**config.mk**
```make
export PLATFORM = sky130hd
export DESIGN_NAME = variable_width_glyph_layout
export DESIGN_NICKNAME = d
export VERILOG_FILES = /design/src/hdl/vwgl_pkg.sv /design/src/hdl/vwgl_width_sum.sv /design/src/hdl/variable_width_glyph_layout.sv
export VERILOG_INCLUDE_DIRS = /design/src /design/src/hdl
export SDC_FILE = /design/constraint.sdc
export NUM_CORES = 2
export LEC_CHECK = 0
export BUFFER_PORTS_ARGS = -buffer_cell sky130_fd_sc_hd__buf_2
export CORE_AREA = 2 2 458 415
export CTS_BUF_LIST = sky130_fd_sc_hd__clkbuf_2 sky130_fd_sc_hd__clkbuf_4 sky130_fd_sc_hd__clkbuf_8
export CTS_CLUSTER_DIAMETER = 60
export DETAILED_ROUTE_END_ITERATION = 10
export DIE_AREA = 0 0 460 417
export PLACE_DENSITY = 0.63
export SYNTH_ARGS = -nofsm -noshare
export SYNTH_HDL_FRONTEND = slang
export SYNTH_SLANG_ARGS = --single-unit
```
**constraint.sdc**
```tcl
create_clock -name clk -period 10.2 [get_ports clk]
set_input_delay 1.02 -clock clk [delete_from_list [all_inputs] [get_ports clk]]
set_output_delay 1.02 -clock clk [all_outputs]
set_load 0.005 [all_outputs]
```
**src/hdl/variable_width_glyph_layout_macros.svh**
```systemverilog
// assertion macros for the glyph layout block
`ifndef VARIABLE_WIDTH_GLYPH_LAYOUT_MACROS_SVH
`define VARIABLE_WIDTH_GLYPH_LAYOUT_MACROS_SVH

// same-cycle implication, clocked on clk, off during reset
`define VWGL_ASSERT_NOW(lbl, ante, cons, msg) \
  lbl: assert property (@(posedge clk) disable iff (!rst_n) (ante) |-> (cons)) \
    else $error(msg);

// next-cycle implication, clocked on clk, off during reset
`define VWGL_ASSERT_NEXT(lbl, ante, cons, msg) \
  lbl: assert property (@(posedge clk) disable iff (!rst_n) (ante) |=> (cons)) \
    else $error(msg);

`endif

```
**src/hdl/vwgl_pkg.sv**
```systemverilog
// shared types and constants for the glyph layout block
`timescale 1ns / 1ps
`default_nettype none
package vwgl_pkg;

  localparam int MAX_GLYPHS_DEF = 256;
  localparam int COORD_BITS_DEF = 16;

  localparam int FIELD_W  = 8;
  localparam int OUT_CW   = 16;
  localparam int OFFSET_W = 21;
  localparam int SUM_W    = 16;
  localparam int ROWS_W   = 6;
  localparam int CFG_IDX_W = 3;

  localparam logic [1:0] OP_LOAD  = 2'd0;
  localparam logic [1:0] OP_WRITE = 2'd1;
  localparam logic [1:0] OP_SET   = 2'd2;

  localparam logic [CFG_IDX_W-1:0] REG_FONT_VALID   = 3'd0;
  localparam logic [CFG_IDX_W-1:0] REG_GLYPH_HEIGHT = 3'd1;
  localparam logic [CFG_IDX_W-1:0] REG_LINE_GAP     = 3'd2;
  localparam logic [CFG_IDX_W-1:0] REG_CHAR_GAP     = 3'd3;
  localparam logic [CFG_IDX_W-1:0] REG_FIRST_CODE   = 3'd4;
  localparam logic [CFG_IDX_W-1:0] REG_GLYPH_COUNT  = 3'd5;

  localparam logic [FIELD_W-1:0] NEWLINE_CODE = 8'd10;
  localparam logic [FIELD_W-1:0] HEADER_BYTES = 8'd8;
  localparam logic [FIELD_W-1:0] ROW_ROUND    = 8'd7;

  typedef enum logic [1:0] {
    SU_IDLE,
    SU_READ,
    SU_DRAIN
  } sum_state_t;

  typedef enum logic {
    T_IDLE,
    T_SUM
  } top_state_t;

  typedef struct packed {
    logic               go;
    logic [FIELD_W-1:0] rel;
  } sum_req_t;

  typedef struct packed {
    logic               done;
    logic [SUM_W-1:0]   sum;
    logic [FIELD_W-1:0] width;
  } sum_rsp_t;

endpackage
`default_nettype wire

```
**src/hdl/vwgl_width_sum.sv**
```systemverilog
// glyph width memory with the sequential prefix-sum reader
`timescale 1ns / 1ps
`default_nettype none
`include "variable_width_glyph_layout_macros.svh"
module vwgl_width_sum #(
  parameter int MAX_GLYPHS = vwgl_pkg::MAX_GLYPHS_DEF
) (
  input  wire                             clk,
  input  wire                             rst_n,
  input  wire                             load_en,
  input  wire [((MAX_GLYPHS > 1) ? $clog2(MAX_GLYPHS) : 1)-1:0] load_idx,
  input  wire [vwgl_pkg::FIELD_W-1:0]     load_val,
  input  vwgl_pkg::sum_req_t              req,
  output vwgl_pkg::sum_rsp_t              rsp
);

  localparam int IDX_W = (MAX_GLYPHS > 1) ? $clog2(MAX_GLYPHS) : 1;
  localparam int FW    = vwgl_pkg::FIELD_W;

  logic [FW-1:0] mem [MAX_GLYPHS];

  vwgl_pkg::sum_state_t state_r, state_nxt;
  logic [FW-1:0]               cnt_r, rel_r;
  logic [FW-1:0]               rd_data_r;
  logic                        rd_vld_r, rd_last_r, rd_oor_r;
  logic [vwgl_pkg::SUM_W-1:0]  sum_r;
  logic [FW-1:0]               width_r;
  logic                        done_r;

  logic          rd_en, rd_last;
  logic [FW-1:0] data_eff;

  // next state
  always_comb begin
    state_nxt = state_r;
    unique case (state_r)
      vwgl_pkg::SU_IDLE:  if (req.go) state_nxt = vwgl_pkg::SU_READ;
      vwgl_pkg::SU_READ:  if (rd_last) state_nxt = vwgl_pkg::SU_DRAIN;
      vwgl_pkg::SU_DRAIN: state_nxt = vwgl_pkg::SU_IDLE;
      default:            state_nxt = vwgl_pkg::SU_IDLE;
    endcase
  end

  // outputs of the sequencer
  always_comb begin
    rd_en   = 1'b0;
    rd_last = 1'b0;
    unique case (state_r)
      vwgl_pkg::SU_READ: begin
        rd_en   = 1'b1;
        rd_last = (cnt_r == rel_r);
      end
      default: begin
        rd_en   = 1'b0;
        rd_last = 1'b0;
      end
    endcase
  end

  always_ff @(posedge clk) begin
    if (!rst_n) begin
      state_r   <= vwgl_pkg::SU_IDLE;
      rd_vld_r  <= 1'b0;
      rd_last_r <= 1'b0;
      done_r    <= 1'b0;
    end else begin
      state_r   <= state_nxt;
      rd_vld_r  <= rd_en;
      rd_last_r <= rd_last;
      done_r    <= (state_r == vwgl_pkg::SU_DRAIN);
    end
  end

  always_ff @(posedge clk) begin
    if (load_en) begin
      mem[load_idx] <= load_val;
    end
    rd_data_r <= mem[cnt_r[IDX_W-1:0]];
  end

  // entries past the table read as zero
  assign data_eff = rd_oor_r ? '0 : rd_data_r;

  always_ff @(posedge clk) begin
    rd_oor_r <= ({1'b0, cnt_r} >= (FW+1)'(MAX_GLYPHS));
    if (state_r == vwgl_pkg::SU_IDLE && req.go) begin
      cnt_r <= '0;
      rel_r <= req.rel;
      sum_r <= '0;
    end else begin
      if (rd_en) begin
        cnt_r <= cnt_r + 1'b1;
      end
      if (rd_vld_r) begin
        if (rd_last_r) begin
          width_r <= data_eff;
        end else begin
          sum_r <= sum_r + vwgl_pkg::SUM_W'(data_eff);
        end
      end
    end
  end

  assign rsp.done  = done_r;
  assign rsp.sum   = sum_r;
  assign rsp.width = width_r;

  `VWGL_ASSERT_NOW(a_go_when_idle, req.go, state_r == vwgl_pkg::SU_IDLE, "sum request while busy")
  `VWGL_ASSERT_NOW(a_done_no_read, done_r, !rd_vld_r && !rd_en, "done with reads in flight")
  `VWGL_ASSERT_NEXT(a_drain_done, state_r == vwgl_pkg::SU_DRAIN, done_r && !rd_vld_r, "drain without done")

endmodule
`default_nettype wire

```
**src/hdl/variable_width_glyph_layout.sv**
```systemverilog
// top level: text cursor and glyph placement for a proportional bitmap font
//
// channel  direction  handshake            payload
// in_      input      start & !busy        operation, table index, width, code, new x/y
// out_     output     out_valid strobe     drawn flag, offset, width, draw x/y, cursor
// cfg_     input      cfg_we               six registers by cfg_index
//
// a glyph write reads the width memory once per cycle for entries 0..rel,
// rel = code - first_code; its result strobes once the width sum has drained and raised done
// every other transaction gives its result in the next cycle
// busy is high while the width sum runs; the result strobe cannot be stalled
// synchronous active-low reset clears cursor and registers; width memory is not cleared
`timescale 1ns / 1ps
`default_nettype none
`include "variable_width_glyph_layout_macros.svh"
module variable_width_glyph_layout #(
  parameter int MAX_GLYPHS = vwgl_pkg::MAX_GLYPHS_DEF,
  parameter int COORD_BITS = vwgl_pkg::COORD_BITS_DEF
) (
  input  wire                                 clk,
  input  wire                                 rst_n,
  input  wire                                 start,
  output logic                                busy,
  input  wire [1:0]                           in_operation,
  input  wire [vwgl_pkg::FIELD_W-1:0]         in_table_index,
  input  wire [vwgl_pkg::FIELD_W-1:0]         in_width_value,
  input  wire [vwgl_pkg::FIELD_W-1:0]         in_char_code,
  input  wire [vwgl_pkg::OUT_CW-1:0]          in_new_x,
  input  wire [vwgl_pkg::OUT_CW-1:0]          in_new_y,
  output logic                                out_valid,
  output logic                                out_glyph_drawn,
  output logic [vwgl_pkg::OFFSET_W-1:0]       out_glyph_offset,
  output logic [vwgl_pkg::FIELD_W-1:0]        out_glyph_width,
  output logic [vwgl_pkg::OUT_CW-1:0]         out_draw_x,
  output logic [vwgl_pkg::OUT_CW-1:0]         out_draw_y,
  output logic [vwgl_pkg::OUT_CW-1:0]         out_cursor_col,
  output logic [vwgl_pkg::OUT_CW-1:0]         out_cursor_row,
  input  wire                                 cfg_we,
  input  wire [vwgl_pkg::CFG_IDX_W-1:0]       cfg_index,
  input  wire [vwgl_pkg::FIELD_W-1:0]         cfg_data
);

  localparam int IDX_W = (MAX_GLYPHS > 1) ? $clog2(MAX_GLYPHS) : 1;
  localparam int FW    = vwgl_pkg::FIELD_W;
  localparam int CW    = COORD_BITS;
  localparam int XW    = COORD_BITS + 2;
  localparam int PW    = vwgl_pkg::SUM_W + vwgl_pkg::ROWS_W;

  logic          font_valid_r;
  logic [FW-1:0] glyph_height_r, line_gap_r, char_gap_r, first_code_r, glyph_count_r;

  logic [CW-1:0] cx_r, cy_r;
  logic          gap_r;

  vwgl_pkg::top_state_t state_r, state_nxt;

  logic                              out_valid_r, out_drawn_r;
  logic [vwgl_pkg::OFFSET_W-1:0]     out_offset_r;
  logic [FW-1:0]                     out_width_r;
  logic [vwgl_pkg::OUT_CW-1:0]       out_dx_r, out_dy_r, out_col_r, out_row_r;

  vwgl_pkg::sum_req_t sum_req;
  vwgl_pkg::sum_rsp_t sum_rsp;

  logic          accept, in_font, go_sum, load_en;
  logic [FW:0]   font_end;
  logic [CW-1:0] cy_nl, cx_adv;
  logic [XW-1:0] cy_nl_full, cx_adv_full;
  logic [vwgl_pkg::ROWS_W-1:0] rows;
  logic [PW-1:0] prod;
  logic [PW-1:0] offset_full;

  // configuration registers
  always_ff @(posedge clk) begin
    if (!rst_n) begin
      font_valid_r   <= 1'b0;
      glyph_height_r <= '0;
      line_gap_r     <= '0;
      char_gap_r     <= '0;
      first_code_r   <= '0;
      glyph_count_r  <= '0;
    end else if (cfg_we) begin
      unique case (cfg_index)
        vwgl_pkg::REG_FONT_VALID:   font_valid_r   <= cfg_data[0];
        vwgl_pkg::REG_GLYPH_HEIGHT: glyph_height_r <= cfg_data;
        vwgl_pkg::REG_LINE_GAP:     line_gap_r     <= cfg_data;
        vwgl_pkg::REG_CHAR_GAP:     char_gap_r     <= cfg_data;
        vwgl_pkg::REG_FIRST_CODE:   first_code_r   <= cfg_data;
        vwgl_pkg::REG_GLYPH_COUNT:  glyph_count_r  <= cfg_data;
        default: ;
      endcase
    end
  end

  assign accept   = start && !busy;
  assign font_end = {1'b0, first_code_r} + {1'b0, glyph_count_r};
  assign in_font  = (in_char_code >= first_code_r) && ({1'b0, in_char_code} < font_end);
  assign go_sum   = accept && (in_operation == vwgl_pkg::OP_WRITE) && font_valid_r
                    && (in_char_code != vwgl_pkg::NEWLINE_CODE) && in_font;
  assign load_en  = accept && (in_operation == vwgl_pkg::OP_LOAD)
                    && ({1'b0, in_table_index} < (FW+1)'(MAX_GLYPHS));

  assign sum_req.go  = go_sum;
  assign sum_req.rel = in_char_code - first_code_r;

  vwgl_width_sum #(
    .MAX_GLYPHS (MAX_GLYPHS)
  ) u_sum (
    .clk      (clk),
    .rst_n    (rst_n),
    .load_en  (load_en),
    .load_idx (in_table_index[IDX_W-1:0]),
    .load_val (in_width_value),
    .req      (sum_req),
    .rsp      (sum_rsp)
  );

  // next state
  always_comb begin
    state_nxt = state_r;
    unique case (state_r)
      vwgl_pkg::T_IDLE: if (go_sum) state_nxt = vwgl_pkg::T_SUM;
      vwgl_pkg::T_SUM:  if (sum_rsp.done) state_nxt = vwgl_pkg::T_IDLE;
      default:          state_nxt = vwgl_pkg::T_IDLE;
    endcase
  end

  // outputs of the controller
  always_comb begin
    unique case (state_r)
      vwgl_pkg::T_IDLE: busy = 1'b0;
      default:          busy = 1'b1;
    endcase
  end

  assign cy_nl_full  = XW'(cy_r) + XW'(glyph_height_r) + XW'(line_gap_r);
  assign cy_nl       = cy_nl_full[CW-1:0];
  assign cx_adv_full = XW'(cx_r) + XW'(sum_rsp.width) + (gap_r ? XW'(char_gap_r) : '0);
  assign cx_adv      = cx_adv_full[CW-1:0];

  assign rows        = vwgl_pkg::ROWS_W'(({1'b0, glyph_height_r} + {1'b0, vwgl_pkg::ROW_ROUND}) >> 3);
  assign prod        = PW'(sum_rsp.sum) * PW'(rows);
  assign offset_full = prod + PW'(glyph_count_r) + PW'(vwgl_pkg::HEADER_BYTES);

  always_ff @(posedge clk) begin
    if (!rst_n) begin
      state_r     <= vwgl_pkg::T_IDLE;
      cx_r        <= '0;
      cy_r        <= '0;
      out_valid_r <= 1'b0;
    end else begin
      state_r     <= state_nxt;
      out_valid_r <= 1'b0;
      if (accept && !go_sum) begin
        out_valid_r <= 1'b1;
        if (in_operation == vwgl_pkg::OP_SET) begin
          cx_r <= in_new_x[CW-1:0];
          cy_r <= in_new_y[CW-1:0];
        end else if (in_operation == vwgl_pkg::OP_WRITE && font_valid_r
                     && in_char_code == vwgl_pkg::NEWLINE_CODE) begin
          cx_r <= '0;
          cy_r <= cy_nl;
        end
      end else if (state_r == vwgl_pkg::T_SUM && sum_rsp.done) begin
        out_valid_r <= 1'b1;
        cx_r        <= cx_adv;
      end
    end
  end

  // result payload
  always_ff @(posedge clk) begin
    if (accept) begin
      gap_r <= !in_char_code[FW-1];
    end
    if (accept && !go_sum) begin
      out_drawn_r  <= 1'b0;
      out_offset_r <= '0;
      out_width_r  <= '0;
      out_dx_r     <= '0;
      out_dy_r     <= '0;
      if (in_operation == vwgl_pkg::OP_SET) begin
        out_col_r <= vwgl_pkg::OUT_CW'(in_new_x[CW-1:0]);
        out_row_r <= vwgl_pkg::OUT_CW'(in_new_y[CW-1:0]);
      end else if (in_operation == vwgl_pkg::OP_WRITE && font_valid_r
                   && in_char_code == vwgl_pkg::NEWLINE_CODE) begin
        out_col_r <= '0;
        out_row_r <= vwgl_pkg::OUT_CW'(cy_nl);
      end else begin
        out_col_r <= vwgl_pkg::OUT_CW'(cx_r);
        out_row_r <= vwgl_pkg::OUT_CW'(cy_r);
      end
    end else if (state_r == vwgl_pkg::T_SUM && sum_rsp.done) begin
      out_drawn_r  <= 1'b1;
      out_offset_r <= offset_full[vwgl_pkg::OFFSET_W-1:0];
      out_width_r  <= sum_rsp.width;
      out_dx_r     <= vwgl_pkg::OUT_CW'(cx_r);
      out_dy_r     <= vwgl_pkg::OUT_CW'(cy_r);
      out_col_r    <= vwgl_pkg::OUT_CW'(cx_adv);
      out_row_r    <= vwgl_pkg::OUT_CW'(cy_r);
    end
  end

  assign out_valid        = out_valid_r;
  assign out_glyph_drawn  = out_drawn_r;
  assign out_glyph_offset = out_offset_r;
  assign out_glyph_width  = out_width_r;
  assign out_draw_x       = out_dx_r;
  assign out_draw_y       = out_dy_r;
  assign out_cursor_col   = out_col_r;
  assign out_cursor_row   = out_row_r;

  `VWGL_ASSERT_NOW(a_strobe_idle, out_valid_r, !busy, "result strobe while busy")
  `VWGL_ASSERT_NEXT(a_go_busy, go_sum, busy && !out_valid_r, "glyph write did not start sum")
  `VWGL_ASSERT_NEXT(a_done_strobe, sum_rsp.done, out_valid_r && out_drawn_r, "sum done without drawn result")
  `VWGL_ASSERT_NOW(a_blank_zero, out_valid_r && !out_drawn_r, out_offset_r == '0 && out_width_r == '0, "blank result with glyph data")

endmodule
`default_nettype wire
```
==> impl_metrics.csv <==
group,metric,value,unit
cts,post_cts_resized,0,
route,wire_per_inst,29.3,µm
critical_path,cp-start-kind,"register",
timing,fmax,0.158,GHz
logic_synthesis,synthCells,5121,
critical_path,worst_ep_required_time,11.11,ns
cts,cts_max_path_buffers,4,
global_routing,overflow,0,
logic_synthesis,ys_seq_area_share,71.4,%
timing,final-max-slew-violation-count,0,
layout,drive_gt1_share,24.4,%
logic_synthesis,synth-edff-count,2097,
global_routing,antenna_found_initial,14,
global_routing,grt_max_degree,108,
critical_path,path_max_fanout,16,
floorplanning,rows,151,
cts,cts_tree,"done",
timing,timing.hold.ws,0.298,ns
route,antenna_left,0,
timing,max_slew_margin,16.6,%
global_routing,gr-usage-all-layers,25.1,%
logic_synthesis,yosysTopAreaCell,"edfxtp_1",
cts,htree_num_levels,5,
logic_synthesis,synthFlopType,"edfxtp_1",
logic_synthesis,syn_area,93000,µm²
pwr,p_leak,34.7,nW
logic_synthesis,synth_seq_cells,2271,
timing,fin_tns_setup,0,ns
timing,timing.final.hold_violations,0,
critical_path,rr_startpoint,"glyph_height_r[0]",
route,routed_via_density,6.12,
logic_synthesis,synth_top_area_share,67.7,%
placed_design,gp_congestion,0.855,
critical_path,worst-path-buf-inv,1,
floorplanning,die_area,192000,µm²
floorplanning,io_pins,169,
critical_path,reg2regPathDepth,19,
floorplanning,die_y,417,µm
cts,cts-root-buf,"clkbuf_8",
floorplanning,die_w,460,µm
floorplanning,core_region_area,187000,µm²
cts,cts_buffers,369,
critical_path,slowest_delay,0.85,ns
layout,final_common_cell,"edfxtp_1",
global_routing,grt_pass1_wl,348,mm
cts,insertion_delay,1.05,ns
pwr,ir_drop,0.000147,V
pwr,p_per_area,196,nW/µm²
timing,timing.final.crit_share,61.9,%
critical_path,critPathCapture,"out_glyph_offset[20]",
cts,ctsHoldBuffers,0,
route,first_pass_iters,5,
cts,clock-sinks,2271,
critical_path,crit_type,"reg2reg",
cts,clk_pin_slew,0.06,ns
logic_synthesis,synthesis.nets,5375,
timing,worst_pin_slew,1.25,ns
worst_hold_path,hold_path.class,"in2reg",
route,remaining_drc_errors,0,
cts,cts_setup_buffers,0,
critical_path,crit_chain,"nor3_1 > nand3b_1 > nor2_1 > xor2_1 > nand2_1 > fa_1 > inv_1 > fa_1 > fa_1 > fa_1 > ha_1 > a21o_1 > a21oi_1 > a31oi_1 > a211o_1 > a21oi_1 > nor2_1 > mux2_2 > o22ai_1",
layout,layout.nets,5723,
route,via_count,50089,
timing,rsz0062_at_grt,"no",
logic_synthesis,synth.avg_cell_area,18.2,µm²
floorplanning,start_util,49.7,%
critical_path,arrival,7.22,ns
layout,final_cell_mix,"edfxtp_1 (2097), mux4_2 (534), clkbuf_8 (391)",
route,routed_wl,240,mm
worst_hold_path,worstHoldStart,"cfg_data[4]",
critical_path,r2r_end,"out_glyph_offset[20]",
placed_design,dp_hpwl,146,mm
layout,fin_util,55.3,%
global_routing,grt_pass1_vias,49830,
critical_path,cpLargestDelayFamily,"adder cells",
critical_path,r2r_slack,3.89,ns
timing,setup_viol,0,
critical_path,critical_path.slowest_cell,"xor2_1",
critical_path,endpoint_kind,"register",
placed_design,io_buffers,168,
timing,finalClockSkew,0.0713,ns
critical_path,cp-startpoint,"glyph_height_r[0]",
timing,finalCriticalPeriod,6.31,ns
route,drtIter0Drc,6317,
logic_synthesis,async_reset_ff_share,0,%
critical_path,worst_path_most_repeated_cell,"fa_1",
layout,areaGrowthSynthToFinish,11.2,%
logic_synthesis,yosys_warnings,0,
job,drv_cap,0,
critical_path,cp.depth,19,
logic_synthesis,synth_top_cells_by_area,"edfxtp_1 (68%), mux4_2 (13%), dfxtp_1 (3.7%), fa_1 (1.8%), nor2_1 (1.5%)",
run_status,status,"finished, final reports clean",
logic_synthesis,synth_cell_types,79,
cells in the mapped netlist (22+ instances only):
| cell type | n |
|---|---|
| nand3_1 | 49 |
| buf_4 | 24 |
| o22ai_1 | 34 |
| a22oi_1 | 79 |
| edfxtp_1 | 2097 |
| nor2b_1 | 33 |
| a221oi_1 | 26 |
| o21ai_0 | 68 |
| fa_1 | 84 |
| xnor2_1 | 40 |
| mux2i_1 | 57 |
| nor2_1 | 372 |
| buf_2 | 59 |
| xor2_1 | 25 |
| clkbuf_1 | 153 |
| dfxtp_1 | 174 |
| mux4_2 | 534 |
| buf_6 | 33 |
| nand2_1 | 314 |
| and2_1 | 94 |
| a21oi_1 | 210 |
| ha_1 | 97 |
| nor3_1 | 49 |
| and3_1 | 22 |
| inv_1 | 102 |
| a22o_1 | 29 |
| nand2b_1 | 25 |
metrics by stage:
| stage | std cells | worst slack [ns] | instance area [µm²] | power, mW |
|---|---|---|---|---|
| after global placement | 7546 | 4.00 | 96400 | 12.9 |
| final | 8191 | 3.89 | 103000 | 20.3 |
| after CTS | 8183 | 3.87 | 103000 | 20.4 |
| after global routing | 8187 | 3.27 | 103000 | 20.9 |
| after detailed placement | 7546 | 3.92 | 96400 | 12.9 |
| after floorplan | 5121 | 5.00 | 93000 | 12.0 |
routing by layer:
| metal | part of all wire (%) | wire length (µm) | vias to the layer above | global-route usage (%) |
|---|---|---|---|---|
| met3 | 8.5 | 20400 | 440 | 4.56 |
| met5 | 0.012 | 28 | - | 0 |
| met4 | 3.1 | 7420 | 4 | 8.05 |
| li1 | - | - | 21100 | - |
| met1 | 42 | 100000 | 26107 | 36.6 |
| met2 | 47 | 113000 | 2438 | 38.7 |
area by class of cell:
type,count,area [µm²]
clock inverter,140,837
clock buffer,497,6130
tap,2448,3060
sequential,2271,66500
inverter,104,390
multi-input combinational,2461,24800
fill,14375,83600
antenna,8,20.0
timing repair buffer,262,1730
cell families (layout without fill, tap and decap cells):
group / count (synthesis) / in the layout / share of synthesized area [%]
other: 0 / 8 / 0
AOI/OAI and AO/OA: 588 / 588 / 4.13
muxes: 602 / 602 / 13.7
and+or+nand+nor: 1025 / 1025 / 4.98
buffers and inverters: 389 / 1003 / 2.05
adders and majority gates: 181 / 181 / 3.11
xor gates and xnor gates: 65 / 65 / 0.612
DFF: 2271 / 2271 / 71.4
flip-flops by register name (all words and copies together) (netlist names), 16 cells and up:
name	cells
cx_r	16
cy_r	16
out_cursor_col	16
out_cursor_row	16
out_draw_x	16
out_draw_y	16
out_glyph_offset	21
u_sum.mem	2048
u_sum.sum_r	16
worst min-delay path by stage:
stage	to	slack (ns)	cells after the start
2_1_floorplan	u_sum.done_r	0.40	1
3_3_place_gp	out_glyph_offset[2]	0.44	2
3_5_place_dp	out_glyph_offset[11]	0.44	2
4_1_cts	char_gap_r[5]	0.20	3
5_1_grt	char_gap_r[5]	0.23	3
6_report	char_gap_r[4]	0.30	3
where the power goes:
| group | total, mW | internal, mW | switching, mW |
|---|---|---|---|
| clock network | 7.62 | 4.08 | 3.54 |
| logic | 2.36 | 0.926 | 1.43 |
| registers | 10.3 | 10.2 | 0.0944 |
| total | 20.3 | 15.2 | 5.06 |
worst min-delay path, delay by kind of cell:
kind / cells / cell delay (ns)
and+or+nand+nor: 1 / 0.08
buffers and inverters: 1 / 0.15
AOI/OAI and AO/OA: 1 / 0.05
No activity file was read; power rests on OpenSTA's default activity.
